File: src/hw/rtl/lsac_ram.sv
// Generic single-write, single-read RAM with a registered read port.
`default_nettype none

module lsac_ram #(
  parameter int WIDTH = 8,
  parameter int DEPTH = 16
) (
  input  wire logic                                     clk,
  input  wire logic                                     we,
  input  wire logic [((DEPTH > 1) ? $clog2(DEPTH) : 1)-1:0] waddr,
  input  wire logic [WIDTH-1:0]                         wdata,
  input  wire logic                                     re,
  input  wire logic [((DEPTH > 1) ? $clog2(DEPTH) : 1)-1:0] raddr,
  output logic      [WIDTH-1:0]                         rdata
);

  logic [WIDTH-1:0] mem [DEPTH];

  always_ff @(posedge clk) begin
    if (we) begin
      mem[waddr] <= wdata;
    end
    if (re) begin
      rdata <= mem[raddr];
    end
  end

endmodule

`default_nettype wire

File: config.mk
export PLATFORM = sky130hd
export DESIGN_NAME = lsac_ram
export DESIGN_NICKNAME = d
export VERILOG_FILES = /design/src/hw/rtl/lsac_ram.sv
export SDC_FILE = /design/constraint.sdc
export NUM_CORES = 1
export LEC_CHECK = 0
export BUFFER_PORTS_ARGS = -buffer_cell sky130_fd_sc_hd__clkbuf_2
export CAP_MARGIN = 0
export CORE_ASPECT_RATIO = 1.1
export CORE_MARGIN = 8
export CORE_UTILIZATION = 53
export CTS_BUF_LIST = sky130_fd_sc_hd__clkbuf_4 sky130_fd_sc_hd__clkbuf_8
export DETAILED_ROUTE_END_ITERATION = 12
export PLACE_DENSITY = 0.79
export RECOVER_POWER = 25
export SLEW_MARGIN = 20
export SYNTH_ARGS = -nofsm -noshare
export SYNTH_HDL_FRONTEND = slang
export SYNTH_SLANG_ARGS = --single-unit
File: constraint.sdc
create_clock -name clk -period 1.9 [get_ports clk]
set_input_delay 0.19 -clock clk [delete_from_list [all_inputs] [get_ports clk]]
set_output_delay 0.19 -clock clk [all_outputs]
set_load 0.01 [all_outputs]
==> flow_summary.yaml <==
setup_path:
  cp-startpoint: "mem[1][1]"
  cp-end-kind: "flip-flop"
  cp.required_ps: 2070
  crit_arrival_ps: 1650
  startpoint_type: "flip-flop"
  path_class: "flip-flop to flip-flop"
  r2r_slack_ps: 420
  r2r_start: "mem[1][1]"
  r2r-end: "rdata[1]"
  cp_max_fo: 1
  r2r_cells: 3
min_path:
  holdPathStages: 1
  min_path_type: "input pin to flip-flop"
  holdPathEnd: "rdata[7]"
  worst_hold_startpoint: "re"
floorplan:
  core_um2: 9750
  die_w_um: 111
  die-area_um2: 13300
  start_util_pct: 53.6
  io_pins: 27
  die-height_um: 120
  rows: 38
timing:
  rsz0062_at_grt: "no"
  setup_tns_ps: 0
  finalHoldViolCount: 0
  final-setup-viol-count: 0
  fmax_ghz: 0.674
  max_slew_margin_pct: 56.3
  layout_setup_ws_ps: 417
  worstMarginPinSlew_ps: 656
  period_needed_ps: 1480
  min_period_over_period_pct: 78.0
  maxSlewViolCount: 0
  fin_skew_ps: 9.58
yosys:
  synth-xor-area-share_pct: 0
  syn_nets: 248
  ys_ff_latch: 136
  synth-compound-area-share_pct: 2.30
  synth_top_family_by_area: "multiplexers"
  synth_cell_types: 18
  netlist_instances: 229
  synthAdderAreaFrac_pct: 0
  postSynthAreaPerCell_um2: 22.8
  synth-simple-area-share_pct: 3.14
  synth.area.mux_share_pct: 14.8
  ys_warn_count: 0
  synth_area_um2: 5230
  synth.yosys.seq_area_share_pct: 78.1
route:
  drc_errors: 0
  wl_per_cell_um: 21.3
  drtAntennaViolNets: 0
  drtIter0Drc: 133
  wl_mm: 8.95
  routed-via-count: 2394
  via_per_inst: 5.70
  drt_first_pass_iters: 4
finish:
  nFillCells: 623
  regArea_um2: 4080
  layout-drive-gt1-share_pct: 31.0
  fin_area_um2: 6070
  nNetsFinal: 306
  final_cells: 420
  area_growth_pct: 16.1
  multiInputGateArea_um2: 1060
  diodes: 0
global_routing:
  antenna_found_initial: 0
  grt_usage_pct: 14.2
  grt_max_degree: 18
  overflow: 0
  grt_pass1_vias: 2537
  grt_pass1_wl_mm: 14.1
placed_design:
  place_ws_ps: 184
  place.gp.congestion: 0.818
  dpl.cell_count: 388
  post_dp_cell_area_um2: 5630
  dp_hpwl_mm: 6.13
  io_buffers: 26
job:
  max-cap-violations: 0
cts:
  numCtsBuffers: 17
  cts_tree: "done"
  post_cts_buffers: 0
  post_cts_resize_count: 0
  clkSlewWorstSetupHoldPaths_ps: 70
  cts_htree_levels: 4
  clock_sinks: 136
  clk_latency_ps: 420
  clockRootBuffer: "clkbuf_8"
  clock_path_buffers: 2
  postCtsHoldBufs: 0
outcome:
  status: "finished, final reports clean"
power:
  power.density_nw_per_um2: 1030
  ir_drop_uv: 608
  p_leak_uw: 0.00205
  power_uw: 6280
Yosys cell counts:
master	count	area (µm²)
a22oi_1	16	120
and2_1	1	6.26
and2b_1	1	7.51
buf_2	3	15.0
buf_4	1	7.51
buf_6	3	33.8
clkdlybuf4s25_2	3	30.0
edfxtp_1	136	4080
mux4_1	14	368
mux4_2	18	405
nand2_1	9	33.8
nand2b_1	2	12.5
nand3_1	1	5.00
nand3b_1	2	15.0
nor2_1	13	48.8
nor2b_1	1	6.26
nor3_1	4	20.0
or3b_2	1	8.76
report_power, final:
group	switching [µW]	internal, µW	total, µW
sequential	15.5	3380	3390
clock	1010	1560	2580
combinational	174	137	310
worst max-delay path by stage:
| stage | end | slack [ps] | cells after the start |
|---|---|---|---|
| global route | rdata[3] | 390 | 3 |
| CTS | rdata[1] | 420 | 3 |
| detailed placement | rdata[1] | 180 | 5 |
| floorplan | mem[0][0] | 220 | 2 |
| finish | rdata[1] | 420 | 3 |
| global placement | rdata[1] | 210 | 5 |
metal layers:
layer	vias to the layer above	share of wire, %	GRT usage (%)
li1	1099	-	-
met1	1221	42	16.9
met2	70	52	23.5
met3	4	4.5	3.99
met4	0	0.93	7.02
met5	-	0	0
registers in the layout, summed over array words and instances (netlist names):
name,count
mem,128
rdata,8
placed cells by master (no fill, tap or decap), drive strengths merged, types with 2 or more instances in the layout:
master,synthesis,final
nor2,13,13
clkinvlp,0,3
clkinv,0,6
bufinv,0,5
nand2,9,9
clkbuf,0,44
edfxtp,136,136
buf,7,23
nand3b,2,2
a22oi,16,16
mux4,32,32
nor3,4,4
nand2b,2,2
area by class of cell:
cell class	count	area share (%)
timing repair buffer	49	5.48
clock inverter	14	3.38
multi-input combinational	83	17.4
sequential	136	67.3
clock buffer	18	3.98
tap	120	2.47
cell families (layout without fill, tap and decap cells):
logic type             Yosys count  count (layout)
buffers and inverters           10              81
muxes                           32              32
and+or+nand+nor                 35              35
DFF                            136             136
AOI/OAI and AO/OA               16              16
per-stage QoR:
step	util [%]	hold slack, ps
2_1_floorplan	-	289
3_3_place_gp	57.8	573
3_5_place_dp	57.8	575
4_1_cts	62.4	112
5_1_grt	62.3	189
6_report	62.3	205
worst max-delay path: stages (launching register included):
cell      delay (ps)
edfxtp_1         360
mux4_1           510
a22oi_1          280
nand2_1           90
Note: power is estimated with default switching activity, not from simulation.
