### config.mk
export PLATFORM = sky130hd
export DESIGN_NAME = lsac_way_unit
export DESIGN_NICKNAME = d
export VERILOG_FILES = /design/src/hw/rtl/lsac_pkg.sv /design/src/hw/rtl/lsac_way_unit.sv
export SDC_FILE = /design/constraint.sdc
export NUM_CORES = 1
export LEC_CHECK = 0
export BUFFER_PORTS_ARGS = -buffer_cell sky130_fd_sc_hd__buf_4
export CORE_AREA = 3 3 95 97
export DETAILED_ROUTE_END_ITERATION = 8
export DIE_AREA = 0 0 98 100
export PLACE_DENSITY_LB_ADDON = 0.08
export SLEW_MARGIN = 10
export SYNTH_ARGS = -nofsm -noshare
export SYNTH_HDL_FRONTEND = slang
export SYNTH_SLANG_ARGS = --single-unit
### constraint.sdc
create_clock -name vclk -period 8.2
set_input_delay 2.46 -clock vclk [all_inputs]
set_output_delay 2.46 -clock vclk [all_outputs]
set_load 0.05 [all_outputs]
### src/hw/rtl/lsac_pkg.sv
// Shared types, constants and codes for the set-associative LRU cache model.
`default_nettype none

package lsac_pkg;

  // Geometry of the line store.
  localparam int MAX_SET_BITS = 6;
  localparam int MAX_WAYS     = 8;
  localparam int AGE_W        = 16;

  localparam int NUM_SETS = 1 << MAX_SET_BITS;
  localparam int SET_W    = (MAX_SET_BITS > 0) ? MAX_SET_BITS : 1;
  localparam int WAY_W    = (MAX_WAYS > 1) ? $clog2(MAX_WAYS) : 1;
  localparam int WCNT_W   = $clog2(MAX_WAYS + 1);

  localparam int ADDR_W  = 64;
  localparam int TOTAL_W = 32;

  // Access kinds.
  localparam logic [1:0] KIND_LOAD   = 2'd0;
  localparam logic [1:0] KIND_STORE  = 2'd1;
  localparam logic [1:0] KIND_MODIFY = 2'd2;

  // Configuration register indexes.
  localparam logic [1:0] CFG_SET_BITS    = 2'd0;
  localparam logic [1:0] CFG_OFFSET_BITS = 2'd1;
  localparam logic [1:0] CFG_WAYS        = 2'd2;

  localparam int CFG_DATA_W = 6;

  typedef struct packed {
    logic              valid;
    logic [ADDR_W-1:0] tag;
    logic [AGE_W-1:0]  age;
  } line_t;

  typedef line_t [MAX_WAYS-1:0] row_t;

  typedef struct packed {
    logic hit;    // valid line with a matching tag
    logic empty;  // line not valid
    logic older;  // aged line is at least as old as the best so far
  } way_res_t;

  typedef struct packed {
    logic [1:0]        kind;
    logic [ADDR_W-1:0] address;
  } req_t;

  typedef struct packed {
    logic [1:0]         hits;
    logic               missed;
    logic               evicted;
    logic [TOTAL_W-1:0] total_hits;
    logic [TOTAL_W-1:0] total_misses;
    logic [TOTAL_W-1:0] total_evictions;
  } rsp_t;

endpackage

`default_nettype wire

### src/hw/rtl/lsac_way_unit.sv
// Per-way lookup unit: tag compare, age update and replacement candidate test.
`default_nettype none

module lsac_way_unit (
  input  wire  lsac_pkg::line_t                  line,
  input  wire  logic [lsac_pkg::ADDR_W-1:0]      tag,
  input  wire  logic [lsac_pkg::AGE_W-1:0]       best_age,
  output lsac_pkg::line_t                        line_next,
  output lsac_pkg::way_res_t                     res
);

  logic [lsac_pkg::AGE_W-1:0] age_inc;

  // Ages stop at the all-ones value.
  assign age_inc = (line.age == {lsac_pkg::AGE_W{1'b1}}) ? line.age
                                                          : line.age + 1'b1;

  always_comb begin
    line_next = line;
    res       = '0;
    if (!line.valid) begin
      res.empty = 1'b1;
    end else if (line.tag == tag) begin
      line_next.age = '0;
      res.hit       = 1'b1;
    end else begin
      line_next.age = age_inc;
      res.older     = (age_inc >= best_age);
    end
  end

endmodule

`default_nettype wire

==> impl_metrics.json <==
{
  "status": "finished, final reports clean",
  "ys_seq_area_frac": 0,
  "worstPathRequired_ns": 5.74,
  "die_area_sq_mm": 0.00980,
  "fp.coreArea_sq_mm": 0.00822,
  "syn_to_final_growth_pct": 64.4,
  "cts_resized": 0,
  "dr.pass1.iters": 4,
  "peakVddDrop_v": 0.0000477,
  "drtIter0Drc": 91,
  "critPathArrivalTime_ns": 5.41,
  "numPortBuffers": 245,
  "path_delay_family": "simple AND/OR/NAND/NOR gates",
  "tightest_slew_ns": 0.734,
  "grtUsageTotal": 0.166,
  "cp.depth": 13,
  "die_y_um": 100,
  "min_period_ns": 7.87,
  "regArea_sq_um": 0,
  "p_per_area_mw_per_mm2": 70.8,
  "postCtsSetupBuffers": 0,
  "final_common_cell": "buf_4",
  "antenna_found_initial": 0,
  "die_w_um": 98,
  "cp-endpoint": "res[0]",
  "holdBufCountCts": 0,
  "via_per_inst": 4.65,
  "whs_ns": 5.19,
  "dr_total_vias": 2765,
  "hold_viol": 0,
  "remaining_drc_errors": 0,
  "grt_pass1_wl_mm": 13.5,
  "setup_tns_ns": 0,
  "ys_top_cells_by_area": "xor2_1, buf_4, ha_1",
  "cpPeakStageDelay_ns": 0.67,
  "ios": 245,
  "critical_path.endpoint_type": "primary output",
  "synth_area_leader_cell": "xor2_1",
  "worstPathCellList": "buf_4, ha_1, nand4_2, or4_4, nand3_1, xor2_1, inv_1, ha_1, nand4_1, nor4_1, a22oi_1, a311oi_2, buf_4",
  "critPathBufInv": 3,
  "clkbuf_count": 0,
  "cp-start-kind": "input pin",
  "drive_gt1_frac": 0.532,
  "drt-total-wl_mm": 8.91,
  "fin_cells": 594,
  "post_drt_wl_per_cell_um": 15.0,
  "path_class": "in2out",
  "initial_core_util": 0.277,
  "syn_nets": 492,
  "max_slew_margin": 0.510,
  "finalCritPeriodShare": 0.960,
  "ys_warn_count": 0,
  "slew_violations": 0,
  "layout_common_cells": "buf_4, xor2_1, nand2_1, inv_1, nor4_1",
  "rows": 33,
  "hold_path_class": "in2out",
  "grt_pass1_vias": 2741,
  "p_leak_uw": 0.00199,
  "rsz0062_at_grt": "false",
  "synth.avg_cell_area_sq_um": 7.26,
  "ys_types": 37,
  "drv_cap": 0,
  "ant_nets": 0,
  "fin_nets": 669,
  "synth_top_area_share": 0.257,
  "cpMaxStageDelayCell": "or4_4",
  "seq_cells": 0,
  "hpwl_mm": 8.14,
  "cp-startpoint": "line[0]",
  "overflow": 0,
  "fin_ws_ns": 0.329,
  "grt_max_degree": 23,
  "fmax_mhz": 127,
  "gp_congestion": 0.833,
  "netlist_area_sq_mm": 0.00228,
  "dp_cells": 594,
  "worst-path-max-fanout": 10,
  "syn_inst": 314,
  "antenna_cells": 0,
  "setup_violations": 0,
  "place_ws_ns": 0.194
}
==> per-stage QoR <==
stage | instance area (sq um) | utilization | power, uW
after global routing | 3750 | 0.456 | 284
after floorplan | 2290 | - | 167
after global placement | 3740 | 0.456 | 266
final | 3750 | 0.456 | 265
after CTS | 3740 | 0.456 | 268
after detailed placement | 3740 | 0.456 | 268
==> cell usage after synthesis, drive strengths merged <==
master	count
buf	68
xor2	67
nand2	24
inv	22
nor4	20
ha	17
a21oi	14
nand4	13
o2bb2ai	8
nand3	7
o21ai	6
o31ai	6
mux2	5
nor2	5
and2	4
clkbuf	4
a31oi	3
and4	3
nor3	3
xnor2	3
mux2i	2
nand2b	2
or4	2
a21o	1
a22oi	1
a311o	1
a311oi	1
nor2b	1
or3	1
==> metal layers <==
layer	GRT usage	wire length [um]	share of wire
met5	0	0	0
met4	0.0106	67	0.0075
met3	0.0382	942	0.11
met2	0.332	4730	0.53
met1	0.184	3170	0.36
==> cells by family (layout without fill, tap and decap cells) <==
kind of cell | count (synthesis) | count (layout) | synth area share
xor gates and xnor gates | 70 | 70 | 0.269
buffers and inverters | 94 | 269 | 0.267
AOI/OAI and AO/OA | 41 | 41 | 0.123
and+or+nand+nor | 85 | 85 | 0.212
adders and majority gates | 17 | 17 | 0.0933
muxes | 7 | 7 | 0.0351
==> where the power goes <==
part | switching (uW) | internal [uW] | total, uW | leakage [uW]
Sequential | 0 | 0 | 0 | 0
Clock | 0 | 0 | 0 | 0
Combinational | 155 | 110 | 265 | 0.00199
==> final cells by class <==
class | instances | area [sq um]
tap | 105 | 131
multi-input combinational | 220 | 1680
inverter | 22 | 82.6
fill | 853 | 4470
timing repair buffer | 247 | 1850
==> worst min-delay path by stage <==
| stage | cells after the start | start | slack (ns) | endpoint |
|---|---|---|---|---|
| floorplan | 1 | line[16] | 5.09 | line_next[16] |
| global placement | 2 | line[45] | 5.19 | line_next[45] |
| detailed placement | 2 | line[79] | 5.19 | line_next[79] |
| CTS | 2 | line[79] | 5.19 | line_next[79] |
| global route | 2 | line[79] | 5.19 | line_next[79] |
| finish | 2 | line[28] | 5.19 | line_next[28] |
(Power assumes the default switching activity.)
